<file path="config.mk">
export PLATFORM = sky130hd
export DESIGN_NAME = gnss_pvt_message_parser_core
export DESIGN_NICKNAME = d
export VERILOG_FILES = /design/src/sv/gpvt_pkg.sv /design/src/sv/gnss_pvt_message_parser_core.sv /design/src/sv/gpvt_frame.sv /design/src/sv/gpvt_check.sv /design/src/sv/gpvt_rsp_buf.sv
export SDC_FILE = /design/constraint.sdc
export NUM_CORES = 1
export LEC_CHECK = 0
export BUFFER_PORTS_ARGS = -buffer_cell sky130_fd_sc_hd__buf_4
export CORE_ASPECT_RATIO = 0.7
export CORE_MARGIN = 8
export CORE_UTILIZATION = 54
export DETAILED_ROUTE_END_ITERATION = 6
export PLACE_DENSITY_LB_ADDON = 0.15
export SLEW_MARGIN = 15
export SYNTH_ARGS = -nofsm -noshare
export SYNTH_HDL_FRONTEND = slang
export SYNTH_SLANG_ARGS = --single-unit
</file>
<file path="constraint.sdc">
create_clock -name clock -period 11.84 [get_ports clock]
set_input_delay 2.368 -clock clock [delete_from_list [all_inputs] [get_ports clock]]
set_output_delay 2.368 -clock clock [all_outputs]
set_load 0.02 [all_outputs]
</file>
<file path="src/sv/gpvt_pkg.sv">
`timescale 1ns / 1ps
// ----------------------------------------------------------------------------
// gpvt_pkg
// shared types, field offsets and status codes of the pvt message parser
// ----------------------------------------------------------------------------
package gpvt_pkg;

   // default payload length of a pvt message
   localparam int unsigned PAYLOAD_BYTES_DEF = 92;

   // positions ahead of the payload (two length bytes)
   localparam int unsigned HDR_BYTES = 2;

   // payload offsets
   localparam int unsigned OFS_DATE   = 4;
   localparam int unsigned DATE_BYTES = 7;
   localparam int unsigned OFS_VALID  = 11;
   localparam int unsigned OFS_FLAGS  = 21;
   localparam int unsigned OFS_SATS   = 23;
   localparam int unsigned OFS_POS    = 24;
   localparam int unsigned POS_WORDS  = 4;
   localparam int unsigned POS_BYTES  = 4 * POS_WORDS;

   // date and time limits
   localparam logic [7:0] MONTH_MAX  = 8'd12;
   localparam logic [7:0] DAY_MAX    = 8'd31;
   localparam logic [7:0] HOUR_MAX   = 8'd23;
   localparam logic [7:0] MINUTE_MAX = 8'd59;
   localparam logic [7:0] SECOND_MAX = 8'd60;

   // status codes
   localparam logic [3:0] ST_OK       = 4'd0;
   localparam logic [3:0] ST_LENGTH   = 4'd1;
   localparam logic [3:0] ST_MONTH    = 4'd2;
   localparam logic [3:0] ST_DAY      = 4'd3;
   localparam logic [3:0] ST_HOUR     = 4'd4;
   localparam logic [3:0] ST_MINUTE   = 4'd5;
   localparam logic [3:0] ST_SECOND   = 4'd6;
   localparam logic [3:0] ST_VALID    = 4'd7;
   localparam logic [3:0] ST_FIX      = 4'd8;
   localparam logic [3:0] ST_CHECKSUM = 4'd9;

   // register indexes
   localparam logic [1:0] REG_CLASS     = 2'd0;
   localparam logic [1:0] REG_ID        = 2'd1;
   localparam logic [1:0] REG_VALID_MSK = 2'd2;
   localparam logic [1:0] REG_FIX_MSK   = 2'd3;

   // register reset values
   localparam logic [7:0] CLASS_RST     = 8'd1;
   localparam logic [7:0] ID_RST        = 8'd7;
   localparam logic [7:0] VALID_MSK_RST = 8'd15;
   localparam logic [7:0] FIX_MSK_RST   = 8'd0;

   typedef struct packed {
      logic [7:0] data_byte;
      logic       frame_start;
   } req_type;

   typedef struct packed {
      logic        [3:0]  status;
      logic        [15:0] year;
      logic        [7:0]  month;
      logic        [7:0]  day;
      logic        [7:0]  hour;
      logic        [7:0]  minute;
      logic        [7:0]  second;
      logic        [7:0]  satellites;
      logic signed [31:0] longitude;
      logic signed [31:0] latitude;
      logic signed [31:0] height_ellipsoid;
      logic signed [31:0] height_sea_level;
   } rsp_type;

   // captured message fields and running checksum
   typedef struct packed {
      logic [15:0] year;
      logic [7:0]  month;
      logic [7:0]  day;
      logic [7:0]  hour;
      logic [7:0]  minute;
      logic [7:0]  second;
      logic [7:0]  valid_byte;
      logic [7:0]  flags_byte;
      logic [7:0]  satellites;
      logic [31:0] longitude;
      logic [31:0] latitude;
      logic [31:0] height_ellipsoid;
      logic [31:0] height_sea_level;
      logic [7:0]  sum_a;
      logic [7:0]  sum_b;
      logic [7:0]  rx_sum_a;
   } cap_type;

   // per-word events from the framer
   typedef struct packed {
      logic       len_err;
      logic       done;
      logic [7:0] ck_b;
   } evt_type;

   // configuration seen by the framer and checker
   typedef struct packed {
      logic [7:0] msg_class;
      logic [7:0] msg_id;
      logic [7:0] valid_mask;
      logic [7:0] fix_mask;
   } cfg_type;

endpackage

</file>
<file path="src/sv/gnss_pvt_message_parser_core.sv">
`timescale 1ns / 1ps
// ----------------------------------------------------------------------------
// gnss_pvt_message_parser_core
// byte-serial parser for one gnss position-velocity-time message
// ----------------------------------------------------------------------------
// a result is pushed into the result buffer on the accepted word that ends it
//   (high length byte on a length error, second checksum byte otherwise)
// throughput: one word per cycle while req_stall is low
// req_stall rises only while both result buffer entries wait downstream
// reset (synchronous, active high): framer idle, result buffer empty,
//   registers back to class 1, id 7, valid mask 15, fix mask 0
// ----------------------------------------------------------------------------
module gnss_pvt_message_parser_core #(
   parameter int unsigned PAYLOAD_BYTES = gpvt_pkg::PAYLOAD_BYTES_DEF
) (
   input  logic              clock,
   input  logic              reset,
   // input word channel
   input  logic              req_valid,
   output logic              req_stall,
   input  gpvt_pkg::req_type req_payload,
   // result channel
   output logic              rsp_valid,
   input  logic              rsp_stall,
   output gpvt_pkg::rsp_type rsp_payload,
   // configuration write port
   input  logic              csr_write_enable,
   input  logic [1:0]        csr_index,
   input  logic [7:0]        csr_write_data
);

   // configuration registers
   logic [7:0] class_ff, class_in;
   logic [7:0] id_ff, id_in;
   logic [7:0] valid_msk_ff, valid_msk_in;
   logic [7:0] fix_msk_ff, fix_msk_in;

   gpvt_pkg::cfg_type cfg;
   gpvt_pkg::cap_type cap;
   gpvt_pkg::evt_type evt;
   gpvt_pkg::rsp_type result;
   logic              in_accept;
   logic              push;
   logic              buf_full;

   always_comb begin
      class_in     = class_ff;
      id_in        = id_ff;
      valid_msk_in = valid_msk_ff;
      fix_msk_in   = fix_msk_ff;
      if (csr_write_enable) begin
         case (csr_index)
            gpvt_pkg::REG_CLASS:     class_in     = csr_write_data;
            gpvt_pkg::REG_ID:        id_in        = csr_write_data;
            gpvt_pkg::REG_VALID_MSK: valid_msk_in = csr_write_data;
            gpvt_pkg::REG_FIX_MSK:   fix_msk_in   = csr_write_data;
            default:                 class_in     = class_ff;
         endcase
      end
   end

   always_ff @(posedge clock) begin
      if (reset) begin
         class_ff     <= gpvt_pkg::CLASS_RST;
         id_ff        <= gpvt_pkg::ID_RST;
         valid_msk_ff <= gpvt_pkg::VALID_MSK_RST;
         fix_msk_ff   <= gpvt_pkg::FIX_MSK_RST;
      end else begin
         class_ff     <= class_in;
         id_ff        <= id_in;
         valid_msk_ff <= valid_msk_in;
         fix_msk_ff   <= fix_msk_in;
      end
   end

   assign cfg.msg_class  = class_ff;
   assign cfg.msg_id     = id_ff;
   assign cfg.valid_mask = valid_msk_ff;
   assign cfg.fix_mask   = fix_msk_ff;

   // stall comes from buffer occupancy only, never from rsp_stall directly
   assign req_stall = buf_full;
   assign in_accept = req_valid && !req_stall;

   // framer: position counter, checksum and field capture
   gpvt_frame #(
      .PAYLOAD_BYTES(PAYLOAD_BYTES)
   ) u_frame (
      .clock    (clock),
      .reset    (reset),
      .in_accept(in_accept),
      .in_word  (req_payload),
      .cfg      (cfg),
      .cap      (cap),
      .evt      (evt)
   );

   // checks on the captured fields, combined with the second checksum byte
   gpvt_check u_check (
      .cap   (cap),
      .evt   (evt),
      .cfg   (cfg),
      .push  (push),
      .result(result)
   );

   // result register plus skid entry
   gpvt_rsp_buf u_rsp_buf (
      .clock      (clock),
      .reset      (reset),
      .push       (push),
      .push_word  (result),
      .full       (buf_full),
      .rsp_valid  (rsp_valid),
      .rsp_stall  (rsp_stall),
      .rsp_payload(rsp_payload)
   );

   // results only come from accepted words
   a_push_on_accept: assert property (@(posedge clock) disable iff (reset)
      push |-> in_accept)
      else $error("result produced without an accepted word");

   // a length error result carries nothing but its status
   a_len_err_clean: assert property (@(posedge clock) disable iff (reset)
      evt.len_err |-> result.status == gpvt_pkg::ST_LENGTH && result.year == 16'd0)
      else $error("length error result not cleared");

   // stall means results are waiting
   a_stall_has_rsp: assert property (@(posedge clock) disable iff (reset)
      req_stall |-> rsp_valid)
      else $error("stalled with no result waiting");

endmodule

</file>
<file path="src/sv/gpvt_frame.sv">
`timescale 1ns / 1ps
// ----------------------------------------------------------------------------
// gpvt_frame
// byte position tracking, fletcher-8 checksum and payload field capture
// ----------------------------------------------------------------------------
module gpvt_frame #(
   parameter int unsigned PAYLOAD_BYTES = gpvt_pkg::PAYLOAD_BYTES_DEF
) (
   input  logic              clock,
   input  logic              reset,
   input  logic              in_accept,
   input  gpvt_pkg::req_type in_word,
   input  gpvt_pkg::cfg_type cfg,
   output gpvt_pkg::cap_type cap,
   output gpvt_pkg::evt_type evt
);

   localparam int unsigned PosW = $clog2(PAYLOAD_BYTES + 4);
   localparam int unsigned DateFirst = gpvt_pkg::HDR_BYTES + gpvt_pkg::OFS_DATE;
   localparam int unsigned PosFirst  = gpvt_pkg::HDR_BYTES + gpvt_pkg::OFS_POS;

   logic [PosW-1:0] pos_ff, pos_in;
   logic [7:0]      sum_a_ff, sum_a_in;
   logic [7:0]      sum_b_ff, sum_b_in;
   logic [7:0]      len_lo_ff, len_lo_in;
   logic [7:0]      rx_sum_a_ff, rx_sum_a_in;
   logic [7:0]      date_ff [gpvt_pkg::DATE_BYTES];
   logic [7:0]      date_in [gpvt_pkg::DATE_BYTES];
   logic [7:0]      pos_byte_ff [gpvt_pkg::POS_BYTES];
   logic [7:0]      pos_byte_in [gpvt_pkg::POS_BYTES];
   logic [7:0]      valid_ff, valid_in;
   logic [7:0]      flags_ff, flags_in;
   logic [7:0]      sats_ff, sats_in;

   logic [7:0] b;
   logic [7:0] add_a, add_b;
   logic [7:0] seed_a2, seed_b2, seed_a3, seed_b3;
   logic       capture_en;

   assign b = in_word.data_byte;

   // running sum step
   assign add_a = sum_a_ff + b;
   assign add_b = sum_b_ff + add_a;

   // seeded sum over class, id and the low length byte
   assign seed_a2 = cfg.msg_class + cfg.msg_id;
   assign seed_b2 = cfg.msg_class + seed_a2;
   assign seed_a3 = seed_a2 + b;
   assign seed_b3 = seed_b2 + seed_a3;

   always_comb begin
      pos_in      = pos_ff;
      sum_a_in    = sum_a_ff;
      sum_b_in    = sum_b_ff;
      len_lo_in   = len_lo_ff;
      rx_sum_a_in = rx_sum_a_ff;
      capture_en  = 1'b0;
      evt.len_err = 1'b0;
      evt.done    = 1'b0;
      evt.ck_b    = b;
      if (in_accept) begin
         if (in_word.frame_start) begin
            pos_in    = PosW'(1);
            sum_a_in  = seed_a3;
            sum_b_in  = seed_b3;
            len_lo_in = b;
         end else if (pos_ff == '0) begin
            pos_in = pos_ff;
         end else if (pos_ff == PosW'(1)) begin
            sum_a_in = add_a;
            sum_b_in = add_b;
            if ({b, len_lo_ff} != 16'(PAYLOAD_BYTES)) begin
               pos_in      = '0;
               evt.len_err = 1'b1;
            end else begin
               pos_in = PosW'(2);
            end
         end else if (pos_ff < PosW'(PAYLOAD_BYTES + gpvt_pkg::HDR_BYTES)) begin
            sum_a_in   = add_a;
            sum_b_in   = add_b;
            capture_en = 1'b1;
            pos_in     = pos_ff + PosW'(1);
         end else if (pos_ff == PosW'(PAYLOAD_BYTES + gpvt_pkg::HDR_BYTES)) begin
            rx_sum_a_in = b;
            pos_in      = pos_ff + PosW'(1);
         end else begin
            pos_in   = '0;
            evt.done = 1'b1;
         end
      end
   end

   // field capture at fixed payload offsets
   always_comb begin
      for (int i = 0; i < gpvt_pkg::DATE_BYTES; i++) begin
         date_in[i] = (capture_en && pos_ff == PosW'(DateFirst + i)) ? b : date_ff[i];
      end
      for (int i = 0; i < gpvt_pkg::POS_BYTES; i++) begin
         pos_byte_in[i] = (capture_en && pos_ff == PosW'(PosFirst + i)) ? b
                                                                          : pos_byte_ff[i];
      end
      valid_in = (capture_en && pos_ff == PosW'(gpvt_pkg::HDR_BYTES + gpvt_pkg::OFS_VALID))
                 ? b : valid_ff;
      flags_in = (capture_en && pos_ff == PosW'(gpvt_pkg::HDR_BYTES + gpvt_pkg::OFS_FLAGS))
                 ? b : flags_ff;
      sats_in  = (capture_en && pos_ff == PosW'(gpvt_pkg::HDR_BYTES + gpvt_pkg::OFS_SATS))
                 ? b : sats_ff;
   end

   always_ff @(posedge clock) begin
      if (reset) begin
         pos_ff <= '0;
      end else begin
         pos_ff <= pos_in;
      end
   end

   always_ff @(posedge clock) begin
      sum_a_ff    <= sum_a_in;
      sum_b_ff    <= sum_b_in;
      len_lo_ff   <= len_lo_in;
      rx_sum_a_ff <= rx_sum_a_in;
      date_ff     <= date_in;
      pos_byte_ff <= pos_byte_in;
      valid_ff    <= valid_in;
      flags_ff    <= flags_in;
      sats_ff     <= sats_in;
   end

   assign cap.year             = {date_ff[1], date_ff[0]};
   assign cap.month            = date_ff[2];
   assign cap.day              = date_ff[3];
   assign cap.hour             = date_ff[4];
   assign cap.minute           = date_ff[5];
   assign cap.second           = date_ff[6];
   assign cap.valid_byte       = valid_ff;
   assign cap.flags_byte       = flags_ff;
   assign cap.satellites       = sats_ff;
   assign cap.longitude        = {pos_byte_ff[3], pos_byte_ff[2],
                                  pos_byte_ff[1], pos_byte_ff[0]};
   assign cap.latitude         = {pos_byte_ff[7], pos_byte_ff[6],
                                  pos_byte_ff[5], pos_byte_ff[4]};
   assign cap.height_ellipsoid = {pos_byte_ff[11], pos_byte_ff[10],
                                  pos_byte_ff[9], pos_byte_ff[8]};
   assign cap.height_sea_level = {pos_byte_ff[15], pos_byte_ff[14],
                                  pos_byte_ff[13], pos_byte_ff[12]};
   assign cap.sum_a            = sum_a_ff;
   assign cap.sum_b            = sum_b_ff;
   assign cap.rx_sum_a         = rx_sum_a_ff;

   // position never runs past the second checksum byte
   a_pos_range: assert property (@(posedge clock) disable iff (reset)
      pos_ff <= PosW'(PAYLOAD_BYTES + gpvt_pkg::HDR_BYTES + 1))
      else $error("byte position out of range");

   // a start word always lands on the high length byte next
   a_start: assert property (@(posedge clock) disable iff (reset)
      in_accept && in_word.frame_start |=> pos_ff == PosW'(1))
      else $error("frame start did not restart the message");

   // a finished or rejected message leaves the framer idle
   a_idle_after: assert property (@(posedge clock) disable iff (reset)
      evt.done || evt.len_err |=> pos_ff == '0)
      else $error("framer not idle after end of message");

endmodule

</file>
<file path="src/sv/gpvt_check.sv">
`timescale 1ns / 1ps
// ----------------------------------------------------------------------------
// gpvt_check
// field range, flag and checksum checks and result assembly
// ----------------------------------------------------------------------------
module gpvt_check (
   input  gpvt_pkg::cap_type cap,
   input  gpvt_pkg::evt_type evt,
   input  gpvt_pkg::cfg_type cfg,
   output logic              push,
   output gpvt_pkg::rsp_type result
);

   logic [3:0] status;

   // first failing check wins, checksum last
   always_comb begin
      if (cap.month == 8'd0 || cap.month > gpvt_pkg::MONTH_MAX) begin
         status = gpvt_pkg::ST_MONTH;
      end else if (cap.day == 8'd0 || cap.day > gpvt_pkg::DAY_MAX) begin
         status = gpvt_pkg::ST_DAY;
      end else if (cap.hour > gpvt_pkg::HOUR_MAX) begin
         status = gpvt_pkg::ST_HOUR;
      end else if (cap.minute > gpvt_pkg::MINUTE_MAX) begin
         status = gpvt_pkg::ST_MINUTE;
      end else if (cap.second > gpvt_pkg::SECOND_MAX) begin
         status = gpvt_pkg::ST_SECOND;
      end else if ((cap.valid_byte & cfg.valid_mask) == 8'd0) begin
         status = gpvt_pkg::ST_VALID;
      end else if ((cap.flags_byte & cfg.fix_mask) != 8'd0) begin
         status = gpvt_pkg::ST_FIX;
      end else if (cap.rx_sum_a != cap.sum_a || evt.ck_b != cap.sum_b) begin
         status = gpvt_pkg::ST_CHECKSUM;
      end else begin
         status = gpvt_pkg::ST_OK;
      end
   end

   assign push = evt.done || evt.len_err;

   always_comb begin
      if (evt.len_err) begin
         result        = '0;
         result.status = gpvt_pkg::ST_LENGTH;
      end else begin
         result.status           = status;
         result.year             = cap.year;
         result.month            = cap.month;
         result.day              = cap.day;
         result.hour             = cap.hour;
         result.minute           = cap.minute;
         result.second           = cap.second;
         result.satellites       = cap.satellites;
         result.longitude        = cap.longitude;
         result.latitude         = cap.latitude;
         result.height_ellipsoid = cap.height_ellipsoid;
         result.height_sea_level = cap.height_sea_level;
      end
   end

endmodule

</file>
<file path="src/sv/gpvt_rsp_buf.sv">
`timescale 1ns / 1ps
// ----------------------------------------------------------------------------
// gpvt_rsp_buf
// two-entry result buffer between the checker and the result channel
// ----------------------------------------------------------------------------
module gpvt_rsp_buf (
   input  logic              clock,
   input  logic              reset,
   input  logic              push,
   input  gpvt_pkg::rsp_type push_word,
   output logic              full,
   output logic              rsp_valid,
   input  logic              rsp_stall,
   output gpvt_pkg::rsp_type rsp_payload
);

   gpvt_pkg::rsp_type entry_ff [2];
   logic       wr_ptr_ff, wr_ptr_in;
   logic       rd_ptr_ff, rd_ptr_in;
   logic [1:0] count_ff, count_in;
   logic       pop;

   assign rsp_valid   = count_ff != 2'd0;
   assign full        = count_ff == 2'd2;
   assign pop         = rsp_valid && !rsp_stall;
   assign rsp_payload = entry_ff[rd_ptr_ff];

   always_comb begin
      wr_ptr_in = push ? !wr_ptr_ff : wr_ptr_ff;
      rd_ptr_in = pop ? !rd_ptr_ff : rd_ptr_ff;
      count_in  = count_ff + {1'b0, push} - {1'b0, pop};
   end

   always_ff @(posedge clock) begin
      if (reset) begin
         wr_ptr_ff <= 1'b0;
         rd_ptr_ff <= 1'b0;
         count_ff  <= 2'd0;
      end else begin
         wr_ptr_ff <= wr_ptr_in;
         rd_ptr_ff <= rd_ptr_in;
         count_ff  <= count_in;
      end
   end

   always_ff @(posedge clock) begin
      if (push) begin
         entry_ff[wr_ptr_ff] <= push_word;
      end
   end

   // upstream must hold off while both entries are taken
   a_no_overflow: assert property (@(posedge clock) disable iff (reset)
      !(full && push))
      else $error("result pushed into a full buffer");

   // count tracks the two pointers
   a_count_ptrs: assert property (@(posedge clock) disable iff (reset)
      (count_ff == 2'd1) == (wr_ptr_ff != rd_ptr_ff))
      else $error("buffer count out of step with pointers");

   // a push into an empty buffer is registered and raises rsp_valid
   a_push_visible: assert property (@(posedge clock) disable iff (reset)
      push && !rsp_valid |=> rsp_valid)
      else $error("pushed result not presented");

endmodule

</file>
==> run summary, run 1 <==
- finished clean — status
- 3 — Max Buffers Root-to-Sink
- 0 — number of instances resized during post-cts repair
- sky130_fd_sc_hd__clkbuf_16 — root buffer cell
- 178 — pin count of the biggest net entering global routing
- 35.4 mm — half-perimeter wire length of the detailed placement result
- 177 uV — VDD IR-drop max
- 56.9 mm — total detailed-routing wirelength
- 13813 — detailed-route via count
- 68 — standard-cell rows
- 3.09 mm — met3 layer wire length in the routed design
- 26900 sq um — post-synthesis cell area
- 0 — max-cap violations
- done — TritonCTS clock tree
- 2 — number of stages on the worst hold path
- 27.2 mm — wire length on met2
- 676 — number of synthesized register bits
- 14178 — number of global-route vias before repair
- 0 — ant diodes
- 0 — number of DRC violations after detailed routing
- 0.706 — area share of the largest cell type after synthesis
- false — unrepaired setup endpoints after global routing
- 49200 sq um — Core Box Area
- 0 — total number of yosys warnings
- 16.7 sq um — syn_area_per_cell
- 166 MHz — highest attainable clock frequency
- 22.2 um — per-cell routed wire length
- 676 — number of sinks on the clock net
- 1921 — number of nets at the end of the flow
- 0 — total congestion overflow after global routing
- 0 — number of buffers inserted for hold repair after clock tree synthesis
- 2 — number of H-tree levels
- 0 — initial antenna violation count
- 0.225 — Slew Limit Headroom
- 0.546 — initial cell density of the core
- 10.9 nW — leakage power summed over all cells
- u_rsp_buf.entry_ff[1][104]$_DFFE_PP_ — R2R Path End
- 117 — largest fanout on the critical path
- sky130_fd_sc_hd__edfxtp_1 — flip-flop cell with the highest count after synthesis
- 57 — number of library cell types mapped by synthesis
- 222 — Ports
- 7.20 ns — slack of the worst reg-to-reg path
- 57300 sq um — Total Die Area
- 0.791 — placer's final routability congestion estimate
- 203 um — die outline height
- 5.39 — average vias per placed instance
- sky130_fd_sc_hd__edfxtp_1 — cell taking the most area after synthesis
- 0.473 ns — smallest hold slack
- 0 — Final setup violation count
- 61 — number of buffers added by the clock tree synthesis step
- 0.61 ns — Clock Latency Late Sink
- 1682 — nets in the synthesized netlist
- 0.283 — layout cells sized above 1
- 0 — fraction of synthesis flops using an asynchronous set or reset pin
- valid_msk_ff[4]$_SDFFE_PP0P_ — source of the worst hold timing path
- valid_msk_ff[4]$_SDFFE_PP0P_ — Worst Hold Endpoint
- sky130_fd_sc_hd__edfxtp_1, sky130_fd_sc_hd__and2_1, sky130_fd_sc_hd__mux2_2, sky130_fd_sc_hd__nor2_1, sky130_fd_sc_hd__inv_1 — Commonest cells post-synth
- 6.01 ns — shortest period the worst path allows
- met4 — top metal layer carrying routed signals
- 191 nW/um^2 — PD cells
- primary input to register — Setup Crit Path Kind
- 12.06 ns — data required time at the worst endpoint
- 0.194 — aggregate global-route resource usage
- primary input — startpoint type of the worst setup path
- 283 um — die width
- sky130_fd_sc_hd__edfxtp_1 — top-count cell post-synth
- 16.1% — synthesis-to-layout area growth
- 8 — Worst Reg2Reg Path Length in Cells
- 0 — number of routed nets with antenna violations
- 0 — post-CTS repair timing setup buffer count
- 5 — detailed-router iteration count before antenna repair
- 0 ns — setup TNS after final layout
- 0.508 — part of the cycle the worst path needs
- 1104 — first-iteration detailed-routing DRC count
- 0.0303 ns — clock skew
- 221 — buffers added on ports
- 85.2 mm — first-pass GRT wire length
- sky130_fd_sc_hd__edfxtp_1, sky130_fd_sc_hd__mux2_2, sky130_fd_sc_hd__and2_1 — dominant cells by area after synthesis
- 0.739 — share of the yosys chip area belonging to registers
- 6.23 ns — data arrival time at the worst-slack endpoint
- 0.06 ns — Worst-path clk slew
- 0 — number of pins exceeding their max-slew limit in the final report
- 632 — number of enable-type register cells in the synthesized netlist
- 1.15 ns — actual slew at the worst max-slew pin
- u_frame.pos_ff[0]$_SDFFE_PP0P_ — R2R Path Start
- 1606 — number of instances in the synthesized netlist
- register — Setup crit end kind
- 0 — final hold vios
- register to register — type of the tightest min-delay check
- 25.9 mm — metal1 wirelength
-- where the power goes --
part	leakage [nW]	total (mW)	switching, mW	internal [mW]
clock network	0.961	1.92	0.840	1.08
registers	6.04	2.70	0.0425	2.65
logic	3.93	1.35	0.751	0.598
total	10.9	5.96	1.63	4.33
-- final cells by class --
cell class / instances / area (sq um)
Multi-Input combinational cell: 827 / 6600
Inverter: 45 / 169
Timing Repair Buffer: 234 / 1770
Sequential cell: 676 / 19900
Clock inverter: 37 / 339
Tap cell: 665 / 832
Fill cell: 3541 / 18000
Clock buffer: 78 / 1620
-- worst max path at each step --
stage / from / endpoint / slack (ns)
2_1_floorplan: req_valid / u_rsp_buf.entry_ff[0][0]$_DFFE_PP_ / 3.25
3_3_place_gp: req_payload[1] / u_rsp_buf.entry_ff[1][128]$_DFFE_PP_ / 5.23
3_5_place_dp: req_payload[1] / u_rsp_buf.entry_ff[1][136]$_DFFE_PP_ / 5.14
4_1_cts: req_payload[1] / u_rsp_buf.entry_ff[1][118]$_DFFE_PP_ / 5.76
5_1_grt: req_payload[1] / u_rsp_buf.entry_ff[1][118]$_DFFE_PP_ / 5.53
6_report: req_payload[1] / u_rsp_buf.entry_ff[1][104]$_DFFE_PP_ / 5.83
-- cells by family (layout without fill, tap and decap cells) --
group / Yosys count / after routing / synth area share
flops: 676 / 676 / 0.739
simple gates: 402 / 402 / 0.0868
mux: 213 / 213 / 0.0886
compound gates: 109 / 109 / 0.0255
buf+inv: 103 / 394 / 0.0162
fa+ha+maj: 52 / 52 / 0.0273
xor+xnor: 51 / 51 / 0.0166
-- worst max-delay path, cell delays in order --
cell,delay [ns]
sky130_fd_sc_hd__buf_4,0.23
sky130_fd_sc_hd__buf_4,0.33
sky130_fd_sc_hd__nor4_1,0.11
sky130_fd_sc_hd__nand2_1,0.09
sky130_fd_sc_hd__o21ai_0,0.12
sky130_fd_sc_hd__nand2b_4,0.67
sky130_fd_sc_hd__o21ai_2,0.35
sky130_fd_sc_hd__and2_4,0.89
sky130_fd_sc_hd__buf_4,0.94
-- registers in the layout, indices dropped and copies added (netlist names), named ones only --
name and cells:
u_frame.valid_ff 8, u_rsp_buf.count_ff 2, u_rsp_buf.rd_ptr_ff 1, u_frame.sum_a_ff 8, u_rsp_buf.entry_ff 392, u_frame.len_lo_ff 8, u_frame.rx_sum_a_ff 8, fix_msk_ff 8
u_frame.flags_ff 8, u_frame.sum_b_ff 8, u_frame.pos_ff 7, valid_msk_ff 8, id_ff 8, u_rsp_buf.wr_ptr_ff 1, u_frame.cap 184, class_ff 8
u_frame.sats_ff 8
-- metal layers --
layer	track usage	vias to the layer above
li1	-	6457
met1	0.280	6936
met2	0.316	355
met3	0.0274	65
met4	0.0342	0
met5	0	-
-- layout by cell type (no fill, tap or decap), drive strengths merged, types with 4 or more instances in the layout --
cell / synthesis / routed
ha: 41 / 41
mux2: 199 / 199
o21ai: 25 / 25
nand3b: 6 / 6
a211o: 4 / 4
nor2b: 9 / 9
nor4: 12 / 12
a21o: 9 / 9
o21bai: 5 / 5
xor2: 33 / 33
dfxtp: 44 / 44
fa: 11 / 11
nand2: 35 / 35
buf: 17 / 234
xnor2: 18 / 18
nand3: 14 / 14
nand4: 5 / 5
mux2i: 14 / 14
inv: 45 / 46
nor2: 63 / 63
and3: 19 / 19
and2: 205 / 205
or3: 4 / 4
nor3: 11 / 11
clkbuf: 41 / 78
bufinv: 0 / 5
and4: 5 / 5
a22oi: 8 / 8
clkinv: 0 / 31
o211ai: 5 / 5
edfxtp: 632 / 632
a21oi: 39 / 39
nand2b: 4 / 4
-- per-stage QoR --
| step | cell area (sq um) | instances | setup WS (ns) | power (mW) | utilization |
|---|---|---|---|---|---|
| detailed placement | 29200 | 2447 | 5.14 | 4.11 | 0.594 |
| global placement | 29200 | 2447 | 5.23 | 4.10 | 0.594 |
| global route | 31200 | 2562 | 5.53 | 6.18 | 0.634 |
| floorplan | 26900 | 1606 | 3.25 | 3.61 | - |
| finish | 31200 | 2562 | 5.83 | 5.96 | 0.634 |
| CTS | 31200 | 2562 | 5.76 | 6.02 | 0.634 |
(Power assumes the default switching activity.)
==> inputs of run 2 (changes only) <==
--- a/config.mk
+++ b/config.mk
@@ -5,6 +5,7 @@
 export SDC_FILE = /design/constraint.sdc
 export NUM_CORES = 1
 export LEC_CHECK = 0
+export ABC_AREA = 1
 export BUFFER_PORTS_ARGS = -buffer_cell sky130_fd_sc_hd__buf_4
 export CORE_ASPECT_RATIO = 0.7
 export CORE_MARGIN = 8
==> constraint.sdc (replaced) <==
create_clock -name clock -period 4.85 [get_ports clock]
set_input_delay 0.97 -clock clock [delete_from_list [all_inputs] [get_ports clock]]
set_output_delay 0.97 -clock clock [all_outputs]
set_load 0.02 [all_outputs]
==> run summary, run 2 <==
- 3696 — FILL cells
- register to register — Setup Crit Path Kind
- 58100 sq um — Total Die Area
- 2859 — placed instance count
- 2329 — number of nets at the end of the flow
- 0 — max-cap violations
- 232 MHz — highest attainable clock frequency
- 1983 — number of instances in the synthesized netlist
- sky130_fd_sc_hd__edfxtp_1, sky130_fd_sc_hd__nand2_1, sky130_fd_sc_hd__inv_1, sky130_fd_sc_hd__mux2_2, sky130_fd_sc_hd__inv_2 — Commonest cells post-synth
- 0.890 — part of the cycle the worst path needs
- 3 — Max Buffers Root-to-Sink
- 69 — standard-cell rows
- 4.66 ns — data arrival time at the worst-slack endpoint
- sky130_fd_sc_hd__edfxtp_1, sky130_fd_sc_hd__nand2_1, sky130_fd_sc_hd__buf_4 — most frequent cells in the layout
- 0.202 — aggregate global-route resource usage
- 0 — initial antenna violation count
- 27300 sq um — post-synthesis cell area
- 285 um — die width
- sky130_fd_sc_hd__edfxtp_1 — flip-flop cell with the highest count after synthesis
- sky130_fd_sc_hd__clkbuf_16 — root buffer cell
- 0.727 — share of the yosys chip area belonging to registers
- 0 — fraction of synthesis flops using an asynchronous set or reset pin
- 0.908 — placer's final routability congestion estimate
- 676 — number of sinks on the clock net
- 32100 sq um — Design Area, Final
- 0 — ant diodes
- 20.1 um — per-cell routed wire length
- 5 — largest fanout on the critical path
- 10.4 mW — Internal Pwr Total
- 0.639 — final core utilization
- 6 — detailed-router iteration count before antenna repair
- 59.9 mm — total detailed-routing wirelength
- 0 — number of routed nets with antenna violations
- 0 — Final setup violation count
- sky130_fd_sc_hd__edfxtp_1 — top-count cell post-synth
- 1.17 ns — actual slew at the worst max-slew pin
- 0 — number of pins exceeding their max-slew limit in the final report
- 392 — max FFs per register
- false — unrepaired setup endpoints after global routing
- 0 — final hold vios
- 15384 — number of global-route vias before repair
- 0.214 — Slew Limit Headroom
- 0.543 — initial cell density of the core
- 0.290 — layout cells sized above 1
- 5.19 ns — data required time at the worst endpoint
- 89.8 mm — first-pass GRT wire length
- 5.18 — average vias per placed instance
- 0 — number of buffers inserted for hold repair after clock tree synthesis
- 0 — number of instances resized during post-cts repair
- 0.369 — share of power burned in the clock network
- 37.6 mm — half-perimeter wire length of the detailed placement result
- 222 — Ports
- finished clean — status
- u_rsp_buf.entry_ff — register with the highest flop count
- 221 — buffers added on ports
- 3 — number of H-tree levels
- 435 nW/um^2 — PD cells
- 13.8 sq um — syn_area_per_cell
- 0.0222 ns — clock skew
- 0 — post-CTS repair timing setup buffer count
- 0.695 — area share of the largest cell type after synthesis
- sky130_fd_sc_hd__edfxtp_1 — leading cell type in the layout, fill and taps excluded
- 39 — number of library cell types mapped by synthesis
- 0.06 ns — Worst-path clk slew
- done — TritonCTS clock tree
- 259 uV — VDD IR-drop max
- 0 — number of DRC violations after detailed routing
- 0 — total number of yosys warnings
- 0.163 — Combinational Power Share
- 2059 — nets in the synthesized netlist
- 196 — pin count of the biggest net entering global routing
- 3 — count of buffering cells on the critical path with inverters included
- 0.468 — share of power burned in registers
- 632 — number of enable-type register cells in the synthesized netlist
- 0.60 ns — Clock Latency Late Sink
- 2977 — number of standard cells in the final layout excluding fillers
- 0 ns — setup TNS after final layout
- sky130_fd_sc_hd__nand2_1 — CP most frequent cell
- ha_1, fa_1, a31oi_1, xor2_1, inv_1, ha_1, inv_1, xor2_1, fa_1, inv_1, ha_1, nand3_1, nand2_1, nand2_1, nand2_1, a21oi_1, or2_2, nand2_1, nand3_1, nand3_1, nand2_1 — cell-by-cell trace of the critical path
- 0.254 — switching share of power
- adder cells — largest delay contributor family on the critical path
- 15407 — detailed-route via count
- 12.8 nW — leakage power summed over all cells
- 66 — number of buffers added by the clock tree synthesis step
- 676 — number of synthesized register bits
- 0 — total congestion overflow after global routing
- 6040 sq um — area of combinational cells with multiple inputs
- 4.32 ns — shortest period the worst path allows
- sky130_fd_sc_hd__fa_1 — cell with the largest stage delay on the worst path
- 30000 sq um — cell area after placement
- 1259 — first-iteration detailed-routing DRC count
- 50300 sq um — Core Box Area
- register to register — type of the tightest min-delay check
- 17.7% — synthesis-to-layout area growth
- sky130_fd_sc_hd__edfxtp_1 — cell taking the most area after synthesis
- sky130_fd_sc_hd__edfxtp_1, sky130_fd_sc_hd__mux2_2, sky130_fd_sc_hd__nand2_1 — dominant cells by area after synthesis
- 0.53 ns — CP max stage delay
- 14.0 mW — post-route total power
- register — startpoint type of the worst setup path
- 3.55 mW — Net Sw Power
- 204 um — die outline height
- register — Setup crit end kind
- 19900 sq um — Sequential cell area
## run 2: cell count changes after synthesis, moves of 14 or more
cell / change
sky130_fd_sc_hd__and2_1: -205
sky130_fd_sc_hd__clkbuf_2: -14
sky130_fd_sc_hd__inv_2: +105
sky130_fd_sc_hd__a21oi_1: +15
sky130_fd_sc_hd__xor2_1: -15
sky130_fd_sc_hd__buf_2: +19
sky130_fd_sc_hd__nand2_1: +342
sky130_fd_sc_hd__o21ai_0: +23
sky130_fd_sc_hd__inv_1: +172
sky130_fd_sc_hd__and3_1: -18
sky130_fd_sc_hd__nor2_1: +18
sky130_fd_sc_hd__nand3_1: +25
sky130_fd_sc_hd__mux2i_1: -14
## run 2: layout make-up
| cell class | instances | area share |
|---|---|---|
| Inverter | 323 | 0.0377 |
| Sequential cell | 676 | 0.618 |
| Clock buffer | 95 | 0.0584 |
| Timing Repair Buffer | 254 | 0.0620 |
| Tap cell | 674 | 0.0262 |
| Clock inverter | 23 | 0.00961 |
| Multi-Input combinational cell | 932 | 0.188 |
## run 2: per-layer routing
metal  up-vias  track usage  part of all wire
met5         -            0                 0
met4         0       0.0397             0.014
met3        65       0.0448             0.056
met2       416        0.328              0.48
met1      7603        0.282              0.45
li1       7323            -                 -
## run 2: final timing paths
check | from | end | slack [ns] | depth (start not counted)
max reg2reg | class_ff[0]$_SDFFE_PP1P_ | u_frame.sum_b_ff[7]$_DFFE_PP_ | 0.53 | 21
max | class_ff[0]$_SDFFE_PP1P_ | u_frame.sum_b_ff[7]$_DFFE_PP_ | 0.53 | 21
min | u_rsp_buf.rd_ptr_ff$_SDFFE_PP0P_ | register | 0.45 | 1
min reg2reg | u_rsp_buf.rd_ptr_ff$_SDFFE_PP0P_ | register | 0.45 | 1
## run 2: metrics by stage
| step | worst slack, ns | hold slack (ns) |
|---|---|---|
| after floorplan | -0.119 | 0.422 |
| after detailed placement | 0.547 | 0.434 |
| after global routing | 0.232 | 0.460 |
| final | 0.532 | 0.450 |
| after CTS | 0.544 | 0.446 |
| after global placement | 0.575 | 0.431 |
## run 2: power by group through the flow
stage / clock network, mW / logic, mW / registers [mW]
global placement: 0 / 2.25 / 6.66
floorplan: 0 / 1.53 / 6.61
CTS: 5.26 / 2.29 / 6.54
global route: 5.48 / 2.49 / 6.54
finish: 5.16 / 2.28 / 6.54
detailed placement: 0 / 2.28 / 6.66
## run 2: cells by family after synthesis
family,after synthesis,share of synthesized area
flip-flops,676,0.727
AND/OR/NAND/NOR,546,0.0818
buffers and inverters,375,0.0534
multiplexers,196,0.0808
AO/OA/AOI/OAI,113,0.0221
adder cells (fa/ha/maj),52,0.0268
XOR/XNOR,25,0.00802
## run 2: worst reg2reg max path, stage by stage (launching register included)
cell                      delay [ns]
sky130_fd_sc_hd__dfxtp_1        0.34
sky130_fd_sc_hd__ha_1           0.24
sky130_fd_sc_hd__fa_1           0.41
sky130_fd_sc_hd__a31oi_1        0.27
sky130_fd_sc_hd__xor2_1         0.29
sky130_fd_sc_hd__inv_1          0.07
sky130_fd_sc_hd__ha_1           0.35
sky130_fd_sc_hd__inv_1          0.09
sky130_fd_sc_hd__xor2_1         0.20
sky130_fd_sc_hd__fa_1           0.53
sky130_fd_sc_hd__inv_1          0.04
sky130_fd_sc_hd__ha_1           0.34
sky130_fd_sc_hd__nand3_1        0.12
sky130_fd_sc_hd__nand2_1        0.08
sky130_fd_sc_hd__nand2_1        0.07
sky130_fd_sc_hd__nand2_1        0.06
sky130_fd_sc_hd__a21oi_1        0.06
sky130_fd_sc_hd__or2_2          0.28
sky130_fd_sc_hd__nand2_1        0.06
sky130_fd_sc_hd__nand3_1        0.08
sky130_fd_sc_hd__nand3_1        0.07
sky130_fd_sc_hd__nand2_1        0.05
==> inputs of run 3 (changes only) <==
--- a/config.mk
+++ b/config.mk
@@ -6,12 +6,12 @@
 export NUM_CORES = 1
 export LEC_CHECK = 0
 export ABC_AREA = 1
-export BUFFER_PORTS_ARGS = -buffer_cell sky130_fd_sc_hd__buf_4
+export BUFFER_PORTS_ARGS = -buffer_cell sky130_fd_sc_hd__buf_2
 export CORE_ASPECT_RATIO = 0.7
 export CORE_MARGIN = 8
 export CORE_UTILIZATION = 54
 export DETAILED_ROUTE_END_ITERATION = 6
-export PLACE_DENSITY_LB_ADDON = 0.15
+export PLACE_DENSITY = 0.88
 export SLEW_MARGIN = 15
 export SYNTH_ARGS = -nofsm -noshare
 export SYNTH_HDL_FRONTEND = slang
==> run summary, run 3 (synthesized netlist as in run 2, its figures left out) <==
- finished clean — status
- fix_msk_ff[4]$_SDFFE_PP0P_ — source of the worst hold timing path
- 15.4% — synthesis-to-layout area growth
- false — unrepaired setup endpoints after global routing
- u_frame.sum_b_ff[7]$_DFFE_PP_ — R2R Path End
- sky130_fd_sc_hd__edfxtp_1, sky130_fd_sc_hd__nand2_1, sky130_fd_sc_hd__buf_2 — most frequent cells in the layout
- 0 — number of routed nets with antenna violations
- ha_1, fa_1, a31oi_1, xor2_1, inv_1, ha_1, inv_1, xor2_1, fa_1, inv_1, ha_1, nand3_1, nand2_1, nand2_1, nand2_1, a21oi_1, or2_2, nand2_1, nand3_1, nand3_1, nand2_1 — cell-by-cell trace of the critical path
- sky130_fd_sc_hd__edfxtp_1 — leading cell type in the layout, fill and taps excluded
- register — Setup crit end kind
- done — TritonCTS clock tree
- 4.29 ns — shortest period the worst path allows
- 0 — number of instances resized during post-cts repair
- 5 — largest fanout on the critical path
- 3 — Max Buffers Root-to-Sink
- 676 — number of sinks on the clock net
- 12.5 nW — leakage power summed over all cells
- 0 — number of pins exceeding their max-slew limit in the final report
- 0.235 — Slew Limit Headroom
- 0 — final hold vios
- 0.419 ns — Post-Place Setup Slack
- 0 — number of DRC violations after detailed routing
- 61.9 mm — total detailed-routing wirelength
- fix_msk_ff[4]$_SDFFE_PP0P_ — Worst Hold Endpoint
- 2 — number of stages on the worst hold path
- 20.8 um — per-cell routed wire length
- 2325 — number of nets at the end of the flow
- u_rsp_buf.entry_ff — register with the highest flop count
- 5 — detailed-router iteration count before antenna repair
- 6050 sq um — area of combinational cells with multiple inputs
- 0 — Final setup violation count
- 13.6 mW — post-route total power
- 204 um — die outline height
- 1651 — first-iteration detailed-routing DRC count
- 0 — max-cap violations
- 196 — pin count of the biggest net entering global routing
- 233 MHz — highest attainable clock frequency
- 66 — number of buffers added by the clock tree synthesis step
- 0.288 — layout cells sized above 1
- 50300 sq um — Core Box Area
- 0 — post-CTS repair timing setup buffer count
- 93.9 mm — first-pass GRT wire length
- 0 ns — setup TNS after final layout
- 0.450 ns — smallest hold slack
- register to register — Setup Crit Path Kind
- sky130_fd_sc_hd__fa_1 — cell with the largest stage delay on the worst path
- 19900 sq um — Sequential cell area
- sky130_fd_sc_hd__clkbuf_16 — root buffer cell
- 392 — max FFs per register
- 0.859 — placer's final routability congestion estimate
- 3476 — FILL cells
- 5.19 ns — data required time at the worst endpoint
- 431 nW/um^2 — PD cells
- 15763 — detailed-route via count
- 12 — initial antenna violation count
- 0.53 ns — CP max stage delay
- 0.60 ns — Clock Latency Late Sink
- 58100 sq um — Total Die Area
- 0 — number of buffers inserted for hold repair after clock tree synthesis
- 0.885 — part of the cycle the worst path needs
- 3 — number of H-tree levels
- 250 uV — VDD IR-drop max
- class_ff[0]$_SDFFE_PP1P_ — R2R Path Start
- 285 um — die width
- 21 — Worst Reg2Reg Path Length in Cells
- register to register — type of the tightest min-delay check
- 0.56 ns — slack of the worst reg-to-reg path
- register — startpoint type of the worst setup path
- 0.626 — final core utilization
- 15998 — number of global-route vias before repair
- 0.209 — aggregate global-route resource usage
- 4.63 ns — data arrival time at the worst-slack endpoint
- 69 — standard-cell rows
- 0.0237 ns — clock skew
- 222 — Ports
- 0.543 — initial cell density of the core
- 0.06 ns — Worst-path clk slew
- sky130_fd_sc_hd__nand2_1 — CP most frequent cell
- 0.560 ns — final setup margin
- 5.29 — average vias per placed instance
- 1.14 ns — actual slew at the worst max-slew pin
- 39.4 mm — half-perimeter wire length of the detailed placement result
- 0 — total congestion overflow after global routing
- 221 — buffers added on ports
[run 3: area by class of cell]
| cell class | count | share of cell area |
|---|---|---|
| antenna | 4 | 0.000318 |
| clock buffer | 84 | 0.0573 |
| clock inverter | 38 | 0.00862 |
| inverter | 323 | 0.0385 |
| multi-input combinational | 932 | 0.192 |
| sequential | 676 | 0.630 |
| tap | 674 | 0.0268 |
| timing repair buffer | 250 | 0.0460 |
[run 3: critical path, delay by kind of cell (launching register included)]
family                     cells  cell delay [ns]
buffers and inverters          3             0.18
DFF                            1             0.34
AOI/OAI and AO/OA              2             0.37
and+or+nand+nor                9             0.87
adders and majority gates      5             1.86
xor gates and xnor gates       2             0.43
[run 3: power breakdown]
group / internal, mW / switching (mW)
clock: 2.77 / 2.16
combinational: 0.814 / 1.31
sequential: 6.45 / 0.0881
[run 3: worst max-delay path by stage]
stage	cells after the start	end	slack [ns]	from
5_1_grt	19	u_frame.sum_b_ff[7]$_DFFE_PP_	0.25	class_ff[0]$_SDFFE_PP1P_
6_report	21	u_frame.sum_b_ff[7]$_DFFE_PP_	0.56	class_ff[0]$_SDFFE_PP1P_
3_3_place_gp	19	u_frame.sum_b_ff[7]$_DFFE_PP_	0.41	req_payload[1]
3_5_place_dp	18	u_frame.sum_b_ff[7]$_DFFE_PP_	0.42	req_payload[1]
4_1_cts	21	u_frame.sum_b_ff[7]$_DFFE_PP_	0.59	class_ff[0]$_SDFFE_PP1P_
2_1_floorplan	10	u_rsp_buf.entry_ff[1][0]$_DFFE_PP_	-0.12	req_valid
[run 3: metrics by stage]
stage	area, sq um	cells
after CTS	31500	2977
after floorplan	27300	1983
after global routing	31500	2980
final	31500	2981
after detailed placement	29400	2855
after global placement	29400	2855
[run 3: layer usage]
metal | GRT usage | part of all wire
met4 | 0.0413 | 0.014
met3 | 0.0546 | 0.085
met1 | 0.283 | 0.42
met5 | 0 | 0.00092
met2 | 0.342 | 0.48
